[src/hw/rtl/mdio_fm_pkg.sv]
`default_nettype none

package mdio_fm_pkg;

    localparam int LEAD_ZEROS_DEF    = 16;
    localparam int PREAMBLE_ONES_DEF = 32;
    localparam int FRAME_SLOTS       = 34;

    localparam int CMD_W  = 2;
    localparam int ADDR_W = 5;
    localparam int DATA_W = 16;
    localparam int FRAME_W = 32;
    localparam int GATH_W  = 19;

    localparam logic [CMD_W-1:0] CMD_TICK  = 2'd0;
    localparam logic [CMD_W-1:0] CMD_READ  = 2'd1;
    localparam logic [CMD_W-1:0] CMD_WRITE = 2'd2;

    // driven frame lengths in slots
    localparam logic [5:0] READ_DRIVEN  = 6'd15;
    localparam logic [5:0] WRITE_DRIVEN = 6'd32;

    // leading one + start + read opcode, start + write opcode, write turnaround
    localparam logic [4:0] RD_HDR = 5'b10110;
    localparam logic [3:0] WR_HDR = 4'b0101;
    localparam logic [1:0] WR_TA  = 2'b10;

    typedef struct packed {
        logic [CMD_W-1:0]  cmd;
        logic [ADDR_W-1:0] phy_addr;
        logic [ADDR_W-1:0] reg_addr;
        logic [DATA_W-1:0] write_data;
        logic              line_in;
    } t_req;

    typedef struct packed {
        logic              line_out;
        logic              line_drive;
        logic              slot_used;
        logic              busy_res;
        logic              read_valid;
        logic [DATA_W-1:0] read_data;
    } t_rsp;

endpackage

`default_nettype wire

[src/hw/rtl/mdio_fm_if.sv]
`default_nettype none

interface mdio_fm_req_if;
    logic                               valid;
    logic                               ready;
    logic [mdio_fm_pkg::CMD_W-1:0]      cmd;
    logic [mdio_fm_pkg::ADDR_W-1:0]     phy_addr;
    logic [mdio_fm_pkg::ADDR_W-1:0]     reg_addr;
    logic [mdio_fm_pkg::DATA_W-1:0]     write_data;
    logic                               line_in;

    modport source (output valid, cmd, phy_addr, reg_addr, write_data, line_in,
                    input ready);
    modport sink   (input valid, cmd, phy_addr, reg_addr, write_data, line_in,
                    output ready);
endinterface

interface mdio_fm_rsp_if;
    logic                               valid;
    logic                               ready;
    logic                               line_out;
    logic                               line_drive;
    logic                               slot_used;
    logic                               busy_res;
    logic                               read_valid;
    logic [mdio_fm_pkg::DATA_W-1:0]     read_data;

    modport source (output valid, line_out, line_drive, slot_used, busy_res,
                    read_valid, read_data, input ready);
    modport sink   (input valid, line_out, line_drive, slot_used, busy_res,
                    read_valid, read_data, output ready);
endinterface

`default_nettype wire

[src/hw/rtl/mdio_management_frame_master_top.sv]
`default_nettype none
// Each result is registered in the output buffer when its request is accepted.
// Throughput: one request per cycle; a two-entry output buffer keeps input
// ready high until two results are waiting unread.
// A transaction is one start request plus LEAD_ZEROS + PREAMBLE_ONES + 34 ticks.
// Reset (synchronous, active low) returns the master to idle and empties the buffer.

module mdio_management_frame_master_top #(
    parameter int LEAD_ZEROS    = mdio_fm_pkg::LEAD_ZEROS_DEF,
    parameter int PREAMBLE_ONES = mdio_fm_pkg::PREAMBLE_ONES_DEF
) (
    input  wire logic      i_clk,
    input  wire logic      i_rst_n,
    mdio_fm_req_if.sink    i_req,
    mdio_fm_rsp_if.source  o_rsp
);
    import mdio_fm_pkg::*;

    t_req w_req;
    t_rsp w_core_rsp;
    t_rsp w_out;
    logic w_ready;
    logic w_push;

    assign w_req.cmd        = i_req.cmd;
    assign w_req.phy_addr   = i_req.phy_addr;
    assign w_req.reg_addr   = i_req.reg_addr;
    assign w_req.write_data = i_req.write_data;
    assign w_req.line_in    = i_req.line_in;

    assign i_req.ready = w_ready;
    assign w_push      = i_req.valid && w_ready;

    mdio_fm_core #(
        .LEAD_ZEROS    (LEAD_ZEROS),
        .PREAMBLE_ONES (PREAMBLE_ONES)
    ) u_core (
        .i_clk   (i_clk),
        .i_rst_n (i_rst_n),
        .i_push  (w_push),
        .i_req   (w_req),
        .o_rsp   (w_core_rsp)
    );

    mdio_fm_skid u_skid (
        .i_clk   (i_clk),
        .i_rst_n (i_rst_n),
        .i_valid (i_req.valid),
        .o_ready (w_ready),
        .i_data  (w_core_rsp),
        .o_valid (o_rsp.valid),
        .i_ready (o_rsp.ready),
        .o_data  (w_out)
    );

    assign o_rsp.line_out   = w_out.line_out;
    assign o_rsp.line_drive = w_out.line_drive;
    assign o_rsp.slot_used  = w_out.slot_used;
    assign o_rsp.busy_res   = w_out.busy_res;
    assign o_rsp.read_valid = w_out.read_valid;
    assign o_rsp.read_data  = w_out.read_data;

endmodule

`default_nettype wire

[src/hw/rtl/mdio_fm_core.sv]
`default_nettype none

module mdio_fm_core #(
    parameter int LEAD_ZEROS    = mdio_fm_pkg::LEAD_ZEROS_DEF,
    parameter int PREAMBLE_ONES = mdio_fm_pkg::PREAMBLE_ONES_DEF
) (
    input  wire logic              i_clk,
    input  wire logic              i_rst_n,
    input  wire logic              i_push,
    input  mdio_fm_pkg::t_req      i_req,
    output mdio_fm_pkg::t_rsp      o_rsp
);
    import mdio_fm_pkg::*;

    localparam int TOTAL  = LEAD_ZEROS + PREAMBLE_ONES + FRAME_SLOTS;
    localparam int SLOT_W = $clog2(TOTAL + 1);

    localparam logic [SLOT_W-1:0] LEAD_END  = SLOT_W'(LEAD_ZEROS);
    localparam logic [SLOT_W-1:0] PRE_END   = SLOT_W'(LEAD_ZEROS + PREAMBLE_ONES);
    localparam logic [SLOT_W-1:0] LAST_SLOT = SLOT_W'(TOTAL - 1);

    logic                r_active,  n_active;
    logic [SLOT_W-1:0]   r_slot,    n_slot;
    logic                r_is_read, n_is_read;
    logic [FRAME_W-1:0]  r_frame,   n_frame;
    logic [GATH_W-1:0]   r_gath,    n_gath;

    logic                w_start;
    logic                w_last;
    logic [SLOT_W-1:0]   w_f;
    logic [5:0]          w_f6;
    logic [5:0]          w_dlen;
    logic [5:0]          w_idx;
    t_rsp                w_rsp;

    assign w_start = (i_req.cmd == CMD_READ) || (i_req.cmd == CMD_WRITE);
    assign w_last  = (r_slot == LAST_SLOT);
    assign w_f     = r_slot - PRE_END;
    assign w_f6    = w_f[5:0];
    assign w_dlen  = r_is_read ? READ_DRIVEN : WRITE_DRIVEN;
    assign w_idx   = w_dlen - 6'd1 - w_f6;

    always_comb begin
        n_active  = r_active;
        n_slot    = r_slot;
        n_is_read = r_is_read;
        n_frame   = r_frame;
        n_gath    = r_gath;
        w_rsp     = '0;
        if (w_start) begin
            w_rsp.busy_res = 1'b1;
            if (!r_active) begin
                n_active  = 1'b1;
                n_slot    = '0;
                n_gath    = '0;
                n_is_read = (i_req.cmd == CMD_READ);
                if (i_req.cmd == CMD_READ) begin
                    n_frame = {17'd0, RD_HDR, i_req.phy_addr, i_req.reg_addr};
                end else begin
                    n_frame = {WR_HDR, i_req.phy_addr, i_req.reg_addr, WR_TA,
                               i_req.write_data};
                end
            end
        end else if (r_active) begin
            w_rsp.slot_used = 1'b1;
            if (r_slot < LEAD_END) begin
                w_rsp.line_drive = 1'b1;
            end else if (r_slot < PRE_END) begin
                w_rsp.line_drive = 1'b1;
                w_rsp.line_out   = 1'b1;
            end else if (w_f6 < w_dlen) begin
                w_rsp.line_drive = 1'b1;
                w_rsp.line_out   = r_frame[w_idx[4:0]];
            end else if (r_is_read) begin
                n_gath = {r_gath[GATH_W-2:0], i_req.line_in};
            end
            if (w_last) begin
                n_active = 1'b0;
                n_slot   = '0;
                if (r_is_read) begin
                    w_rsp.read_valid = 1'b1;
                    w_rsp.read_data  = n_gath[DATA_W:1];
                end
            end else begin
                n_slot = r_slot + 1'b1;
            end
            w_rsp.busy_res = n_active;
        end
    end

    always_ff @(posedge i_clk) begin
        if (!i_rst_n) begin
            r_active  <= 1'b0;
            r_slot    <= '0;
            r_is_read <= 1'b0;
            r_frame   <= '0;
            r_gath    <= '0;
        end else if (i_push) begin
            r_active  <= n_active;
            r_slot    <= n_slot;
            r_is_read <= n_is_read;
            r_frame   <= n_frame;
            r_gath    <= n_gath;
        end
    end

    assign o_rsp = w_rsp;

    a_idle_count_zero: assert property (@(posedge i_clk) disable iff (!i_rst_n)
        !r_active |-> (r_slot == '0))
        else $error("slot counter nonzero while idle");

    a_start_arms: assert property (@(posedge i_clk) disable iff (!i_rst_n)
        (i_push && w_start && !r_active) |=> (r_active && r_slot == '0))
        else $error("start request did not arm a transaction");

    a_last_slot_ends: assert property (@(posedge i_clk) disable iff (!i_rst_n)
        (i_push && !w_start && r_active && w_last) |=> !r_active)
        else $error("transaction ran past its last slot");

    a_read_valid_final: assert property (@(posedge i_clk) disable iff (!i_rst_n)
        w_rsp.read_valid |-> (w_rsp.slot_used && !w_rsp.busy_res && r_is_read))
        else $error("read result outside final read slot");

endmodule

`default_nettype wire

[src/hw/rtl/mdio_fm_skid.sv]
`default_nettype none

module mdio_fm_skid (
    input  wire logic              i_clk,
    input  wire logic              i_rst_n,
    input  wire logic              i_valid,
    output logic                   o_ready,
    input  mdio_fm_pkg::t_rsp      i_data,
    output logic                   o_valid,
    input  wire logic              i_ready,
    output mdio_fm_pkg::t_rsp      o_data
);
    import mdio_fm_pkg::*;

    logic r_main_valid;
    logic r_skid_valid;
    t_rsp r_main;
    t_rsp r_skid;
    logic w_push;
    logic w_pop;

    assign o_ready = !r_skid_valid;
    assign w_push  = i_valid && !r_skid_valid;
    assign w_pop   = r_main_valid && i_ready;

    always_ff @(posedge i_clk) begin
        if (!i_rst_n) begin
            r_main_valid <= 1'b0;
            r_skid_valid <= 1'b0;
        end else if (w_pop) begin
            // skid entry moves up; a new request can only land when skid is empty
            r_main_valid <= r_skid_valid || w_push;
            r_skid_valid <= 1'b0;
        end else if (w_push) begin
            if (!r_main_valid) begin
                r_main_valid <= 1'b1;
            end else begin
                r_skid_valid <= 1'b1;
            end
        end
    end

    always_ff @(posedge i_clk) begin
        if (w_pop) begin
            r_main <= r_skid_valid ? r_skid : i_data;
        end else if (w_push) begin
            if (!r_main_valid) begin
                r_main <= i_data;
            end else begin
                r_skid <= i_data;
            end
        end
    end

    assign o_valid = r_main_valid;
    assign o_data  = r_main;

endmodule

`default_nettype wire

[src/flat_wrapper.sv]
// flat-port wrapper written by rule: the top's interface ports become plain ports
module mdio_management_frame_master_top_flat import mdio_fm_pkg::*;
#(
    parameter int LEAD_ZEROS    = mdio_fm_pkg::LEAD_ZEROS_DEF,
    parameter int PREAMBLE_ONES = mdio_fm_pkg::PREAMBLE_ONES_DEF
)
  (i_clk, i_rst_n, i_req_valid, i_req_cmd, i_req_phy_addr, i_req_reg_addr, i_req_write_data, i_req_line_in, i_req_ready, o_rsp_valid, o_rsp_line_out, o_rsp_line_drive, o_rsp_slot_used, o_rsp_busy_res, o_rsp_read_valid, o_rsp_read_data, o_rsp_ready);
  mdio_fm_req_if i_req_i ();
  mdio_fm_rsp_if o_rsp_i ();
  input  wire logic i_clk;
  input  wire logic i_rst_n;
  input wire logic [$bits(i_req_i.valid)-1:0] i_req_valid;
  input wire logic [$bits(i_req_i.cmd)-1:0] i_req_cmd;
  input wire logic [$bits(i_req_i.phy_addr)-1:0] i_req_phy_addr;
  input wire logic [$bits(i_req_i.reg_addr)-1:0] i_req_reg_addr;
  input wire logic [$bits(i_req_i.write_data)-1:0] i_req_write_data;
  input wire logic [$bits(i_req_i.line_in)-1:0] i_req_line_in;
  output wire logic [$bits(i_req_i.ready)-1:0] i_req_ready;
  output wire logic [$bits(o_rsp_i.valid)-1:0] o_rsp_valid;
  output wire logic [$bits(o_rsp_i.line_out)-1:0] o_rsp_line_out;
  output wire logic [$bits(o_rsp_i.line_drive)-1:0] o_rsp_line_drive;
  output wire logic [$bits(o_rsp_i.slot_used)-1:0] o_rsp_slot_used;
  output wire logic [$bits(o_rsp_i.busy_res)-1:0] o_rsp_busy_res;
  output wire logic [$bits(o_rsp_i.read_valid)-1:0] o_rsp_read_valid;
  output wire logic [$bits(o_rsp_i.read_data)-1:0] o_rsp_read_data;
  input wire logic [$bits(o_rsp_i.ready)-1:0] o_rsp_ready;
  assign i_req_i.valid = i_req_valid;
  assign i_req_i.cmd = i_req_cmd;
  assign i_req_i.phy_addr = i_req_phy_addr;
  assign i_req_i.reg_addr = i_req_reg_addr;
  assign i_req_i.write_data = i_req_write_data;
  assign i_req_i.line_in = i_req_line_in;
  assign i_req_ready = i_req_i.ready;
  assign o_rsp_valid = o_rsp_i.valid;
  assign o_rsp_line_out = o_rsp_i.line_out;
  assign o_rsp_line_drive = o_rsp_i.line_drive;
  assign o_rsp_slot_used = o_rsp_i.slot_used;
  assign o_rsp_busy_res = o_rsp_i.busy_res;
  assign o_rsp_read_valid = o_rsp_i.read_valid;
  assign o_rsp_read_data = o_rsp_i.read_data;
  assign o_rsp_i.ready = o_rsp_ready;
  mdio_management_frame_master_top #(.LEAD_ZEROS(LEAD_ZEROS), .PREAMBLE_ONES(PREAMBLE_ONES)) u_core (.i_clk(i_clk), .i_rst_n(i_rst_n), .i_req(i_req_i), .o_rsp(o_rsp_i));
endmodule
[config.mk]
export PLATFORM = sky130hd
export DESIGN_NAME = mdio_management_frame_master_top_flat
export DESIGN_NICKNAME = d
export VERILOG_FILES = /design/src/hw/rtl/mdio_fm_pkg.sv /design/src/hw/rtl/mdio_fm_if.sv /design/src/hw/rtl/mdio_management_frame_master_top.sv /design/src/hw/rtl/mdio_fm_core.sv /design/src/hw/rtl/mdio_fm_skid.sv /design/src/flat_wrapper.sv
export SDC_FILE = /design/constraint.sdc
export NUM_CORES = 1
export LEC_CHECK = 0
export ABC_AREA = 1
export BUFFER_PORTS_ARGS = -buffer_cell sky130_fd_sc_hd__clkbuf_2
export CORE_ASPECT_RATIO = 2
export CORE_MARGIN = 8
export CORE_UTILIZATION = 54
export CTS_BUF_LIST = sky130_fd_sc_hd__clkbuf_8
export CTS_CLUSTER_DIAMETER = 200
export DETAILED_ROUTE_END_ITERATION = 8
export PLACE_DENSITY = 0.87
export SLEW_MARGIN = 20
export SYNTH_ARGS = -nofsm -noshare
export SYNTH_HDL_FRONTEND = slang
export SYNTH_SLANG_ARGS = --single-unit
[constraint.sdc]
create_clock -name i_clk -period 2.8 [get_ports i_clk]
set_input_delay 0.84 -clock i_clk [delete_from_list [all_inputs] [get_ports i_clk]]
set_output_delay 0.84 -clock i_clk [all_outputs]
set_load 0.005 [all_outputs]
==> results of run 1 <==
-- cells in the mapped netlist, types with 3 or more instances --
library cell,count
o21ai_1,10
dfxtp_1,55
nor2_4,4
buf_2,7
nor2_1,30
edfxtp_1,42
a21oi_1,43
xor2_1,3
ha_1,14
a31oi_1,12
buf_4,3
clkbuf_1,10
nand2_1,194
nand3_1,64
inv_2,4
o221a_2,3
o21ai_0,12
nor3_1,5
inv_1,45
-- cell usage in the layout, fill, tap and decap left out, drive strengths merged, types with 14 or more instances in the layout --
cell	instances
edfxtp	42
nor2	35
a21oi	43
clkbuf	64
inv	52
ha	14
o21ai	23
nand3	65
dfxtp	55
nand2	196
-- final timing paths --
path                            start                        to  slack (ns)  depth (start not counted)
max reg2reg   u_core.u_core.r_is_read  u_core.u_skid.o_data[20]        0.25                         14
min          u_core.u_core.r_gath[15]  u_core.u_core.r_gath[15]        0.47                          2
max           u_core.u_core.r_is_read  u_core.u_skid.o_data[20]        0.25                         14
min reg2reg  u_core.u_core.r_gath[15]  u_core.u_core.r_gath[15]        0.47                          2
-- layer usage --
layer / up-vias / GRT usage (%) / wire length (µm)
li1: 2020 / - / -
met2: 116 / 32.78 / 5665
met1: 1831 / 17.96 / 3868
met5: - / 0 / 0
met4: 0 / 10.27 / 369
met3: 32 / 3.710 / 472
-- through the flow --
stage	std cells	setup WS (ns)	hold slack (ns)
final	739	0.2535	0.4691
after global routing	739	0.04847	0.4829
after CTS	739	0.2610	0.4709
after detailed placement	723	0.1396	0.4567
after global placement	723	0.1993	0.4506
after floorplan	578	0.3392	0.4389
-- sequential cells by signal (all words and copies together), names as in the netlist --
register	flops
u_core.u_skid.o_data	21
u_core.u_core.r_is_read	1
u_core.u_core.r_active	1
u_core.u_core.r_slot	7
u_core.u_skid.r_skid_valid	1
u_core.u_core.r_frame	27
u_core.u_skid.o_valid	1
u_core.u_skid.r_skid	21
u_core.u_core.r_gath	17
-- final cells by class --
class	count	area share (%)
well taps	100	2.361
flip-flops and latches	97	44.57
inverters	52	3.730
clock buffers	9	2.337
multi-input cells	407	37.63
repair buffers	67	7.129
clock inverters	7	2.243
-- worst max-delay path: cells and delay by family (launching register included) --
family / cells / cell delay [ns]
adders and majority gates: 2 / 0.69
AOI/OAI and AO/OA: 1 / 0.14
and+or+nand+nor: 9 / 0.73
buffers and inverters: 2 / 0.28
DFF: 1 / 0.54
-- logic make-up (layout without fill, tap and decap cells) --
family	after synthesis	after routing	synth area share [%]
adders and majority gates	15	15	4.181
AOI/OAI and AO/OA	82	82	9.649
DFF	97	97	50.60
xor gates and xnor gates	3	3	0.5630
muxes	2	2	0.4824
buffers and inverters	74	135	6.754
and+or+nand+nor	305	305	27.77
-- power groups by stage --
stage               logic, mW  clock network, mW  registers, mW
finish                  0.439               1.07           1.58
global route            0.493               1.14           1.58
CTS                     0.441               1.09           1.58
detailed placement      0.438                  0           1.61
global placement        0.424                  0           1.61
floorplan               0.293                  0           1.60
==> impl_metrics.tcl, run 1 <==
set metrics [dict create \
    setup_viol 0 \
    totalWireLength_mm 10.38 \
    viasPerCell 5.411 \
    yosys.area.top_type "edfxtp_1" \
    grt_overflow 0 \
    fp.dieW_um 81.75 \
    period_needed_ns 2.547 \
    yosys_register_bits 97 \
    path_cells "ha_1 > inv_1 > fa_1 > inv_1 > nand2_1 > nand3_1 > nand2_1 > nor2_1 > nand2_1 > nand3_1 > nand3_1 > nand2_1 > nand2_1 > a21oi_1" \
    setup_tns_ns 0 \
    cap_violations 0 \
    synth_nets 626 \
    rows 48 \
    die-area_um2 12060 \
    hpwl_mm 7.943 \
    yosys.area.top_type_share_pct 27.02 \
    arrival_ns 2.76 \
    finalHoldViolCount 0 \
    fin_nets 682 \
    clk_path_buf_depth 2 \
    multiInputGateArea_um2 1994 \
    cts_root_buf "clkbuf_8" \
    min-delay-path-class "reg -> reg" \
    io_pins 56 \
    cts_hold_buf 0 \
    grt_max_degree 27 \
    cts_tree "done" \
    areaGrowthSynthToFinish_pct 13.54 \
    wl_per_cell_um 14.04 \
    first_pass_iters 5 \
    num_antenna_cells 0 \
    clock_latency_ns 0.37 \
    synth_edf_count 42 \
    synth_area_leaders "edfxtp_1 27%, dfxtp_1 24%, nand2_1 16%" \
    rsz0062_at_grt "no" \
    power.leakage_nw 2.045 \
    crit_top_cell "nand2_1" \
    drt-initial-drc-count 277 \
    remaining_drc_errors 0 \
    post_cts_buffers 0 \
    placement.cell_area_um2 5057 \
    portBuffers 55 \
    skew_ns 0.01261 \
    pwr-share-seq_pct 51.1 \
    relSlewSlack_pct 52.06 \
    h-tree-depth 3 \
    crit_slowest_cell "dfxtp_1" \
    synth_cell_types 32 \
    postSynthAreaPerCell_um2 8.077 \
    switching_power_mw 0.7882 \
    synthCells 578 \
    cts_buffers 9 \
    start_util_pct 54.74 \
    track_usage_pct 18.13 \
    final_layout_size_suffix_gt1_share_pct 16.28 \
    max_stage_delay_ns 0.54 \
    synthesis.area_um2 4668 \
    slew_violations 0 \
    die_y_um 147.5 \
    ir_worst_vdd_v 0.0004316 \
    p_int_mw 2.295 \
    fin_area_um2 5300 \
    fin_total_pwr_mw 3.083 \
    clockPowerShare_pct 34.6 \
    pwr-share-comb_pct 14.3 \
    final_util_pct 62.15 \
    cts.sinks 97 \
    powerDensity_nw_per_um2 581.7 \
    path_max_fanout 8 \
    swShare_pct 25.57 \
    status "finished, final reports clean" \
    finalCritPeriodShare_pct 90.95 \
    grt_pass1_vias 4063 \
    antenna_found_initial 0 \
    synth_flop_cell "dfxtp_1" \
    core_area_um2 8528 \
    fmax_ghz 0.3927 \
    cp-start-kind "register" \
    worst_slew_pin_slew_ns 0.7181 \
    clkSlewWorstSetupHoldPaths_ns 0.09 \
    fill_cells 733 \
    ant_nets 0 \
    cts_resized 0 \
    synth_warnings 0 \
    grt_first_pass_wirelength_mm 17.55 \
    gp_congestion 0.9290 \
    async_reset_ff_share_pct 0 \
    regArea_um2 2362 \
    worstSetupPathType "reg -> reg" \
    yosysSeqAreaShare_pct 50.60 \
    cp-end-kind "register" \
    crit_required_ns 3.01 \
    vias 3999 \
]
(Power assumes the default switching activity.)
==> inputs of run 2 (changes only) <==
--- a/config.mk
+++ b/config.mk
@@ -7,8 +7,9 @@
 export LEC_CHECK = 0
 export ABC_AREA = 1
 export BUFFER_PORTS_ARGS = -buffer_cell sky130_fd_sc_hd__clkbuf_2
+export CAP_MARGIN = 0
 export CORE_ASPECT_RATIO = 2
-export CORE_MARGIN = 8
+export CORE_MARGIN = 5
 export CORE_UTILIZATION = 54
 export CTS_BUF_LIST = sky130_fd_sc_hd__clkbuf_8
 export CTS_CLUSTER_DIAMETER = 200
==> impl_metrics.tcl, run 2 (synthesis results as in run 1) <==
set metrics [dict create \
    status "finished, final reports clean" \
    fin_total_pwr_mw 2.776 \
    wl_per_cell_um 13.61 \
    start_util_pct 54.74 \
    largest_reg_flops 27 \
    period_needed_ns 2.543 \
    fill_cells 745 \
    arrival_ns 2.66 \
    vias 4085 \
    areaGrowthSynthToFinish_pct 11.85 \
    portBuffers 55 \
    r2r_slack_ns 0.26 \
    h-tree-depth 3 \
    die_y_um 141.5 \
    setup_viol 0 \
    rows 48 \
    totalWireLength_mm 10.07 \
    grt_pass1_vias 3994 \
    fmax_ghz 0.3933 \
    cts.sinks 97 \
    slew_violations 0 \
    fp.dieW_um 75.75 \
    fin_nets 683 \
    cts_resized 0 \
    largest_register "u_core.u_core.r_frame" \
    grt_overflow 0 \
    grt_max_degree 24 \
    ir_worst_vdd_v 0.0003962 \
    grt_first_pass_wirelength_mm 17.06 \
    cts_tree "done" \
    worst_slew_pin_slew_ns 0.7318 \
    setup_tns_ns 0 \
    clkSlewWorstSetupHoldPaths_ns 0.09 \
    io_pins 56 \
    clk_path_buf_depth 2 \
    cts_root_buf "clkbuf_8" \
    cap_violations 0 \
    multiInputGateArea_um2 1994 \
    remaining_drc_errors 0 \
    gp_congestion 0.9506 \
    die-area_um2 10720 \
    relSlewSlack_pct 51.15 \
    rsz0062_at_grt "no" \
    cp-start-kind "register" \
    clock_latency_ns 0.37 \
    post_cts_buffers 0 \
    ant_nets 0 \
    crit_required_ns 2.92 \
    layout_common_cells "194 x nand2_1, 64 x nand3_1, 55 x clkbuf_2, 55 x dfxtp_1, 48 x inv_1" \
    core_area_um2 8528 \
    powerDensity_nw_per_um2 531.7 \
    worstSetupPathType "reg -> reg" \
    drt-initial-drc-count 246 \
    min-delay-path-class "reg -> reg" \
    track_usage_pct 20.18 \
    final_layout_size_suffix_gt1_share_pct 15.94 \
    cts_hold_buf 0 \
    power.leakage_nw 2.018 \
    num_antenna_cells 0 \
    finalHoldViolCount 0 \
    viasPerCell 5.520 \
    path_max_fanout 8 \
    cp-end-kind "register" \
    finalCritPeriodShare_pct 90.82 \
    regArea_um2 2362 \
    final_common_cell "nand2_1" \
    hpwl_mm 7.699 \
    antenna_found_initial 0 \
    skew_ns 0.006933 \
    cts_buffers 9 \
    hold_ws_ns 0.4670 \
    first_pass_iters 4 \
]
[run 2: cell types whose count changed in the layout (fill, tap and decap cells not counted), sizes merged]
cell	delta
inv	+1
clkinv	+2
buf	+1
bufinv	-3
[run 2: worst max-delay path, stage by stage, from the launching register on]
cell and delay [ns]:
dfxtp_1 0.53, ha_1 0.24, inv_1 0.05, fa_1 0.45, inv_1 0.23, nand3_1 0.15, nand2_1 0.08, nand2_1 0.05
nand3_1 0.08, nand3_1 0.06, nand3_1 0.11, nand2_1 0.06, nand2_1 0.11, a21oi_1 0.08
[run 2: layout make-up]
type	count	share of cell area, %
clock inverter	7	0.6231
inverter	52	3.786
clock buffer	9	2.372
tap	100	2.396
multi-input combinational	407	38.20
timing repair buffer	68	7.381
sequential	97	45.24
[run 2: path summary, 6_finish.rpt]
kind / startpoint / endpoint / cells past startpoint
worst min-delay path: u_core.u_core.r_frame[19] / u_core.u_core.r_frame[19] / 2
worst max register to register: u_core.u_core.r_is_read / u_core.u_skid.o_data[20] / 13
worst min register to register: u_core.u_core.r_frame[19] / u_core.u_core.r_frame[19] / 2
worst max-delay path: u_core.u_core.r_is_read / u_core.u_skid.o_data[20] / 13
[run 2: report_power, final]
group / total, mW / switching (mW) / leakage (nW) / internal (mW)
Sequential: 1.58 / 0.0382 / 0.825 / 1.54
Clock: 0.766 / 0.459 / 0.0902 / 0.307
Combinational: 0.433 / 0.272 / 1.10 / 0.161
[run 2: stage by stage]
stage	utilization, %	instances	instance area (µm²)	setup slack [ns]
3_3_place_gp	59.39	724	5065	0.2113
4_1_cts	61.22	740	5221	0.2695
5_1_grt	61.22	740	5221	0.04635
3_5_place_dp	59.39	724	5065	0.1453
2_1_floorplan	-	578	4668	0.3392
6_report	61.22	740	5221	0.2571
[run 2: routing by layer]
metal / track usage, % / share of wire [%] / vias up / routed length (µm)
met1: 20.82 / 37 / 1867 / 3691
met5: 0 / 0 / - / 0
met2: 35.80 / 54 / 146 / 5404
li1: - / - / 2031 / -
met4: 12.26 / 4.3 / 0 / 429
met3: 3.475 / 5.4 / 41 / 547
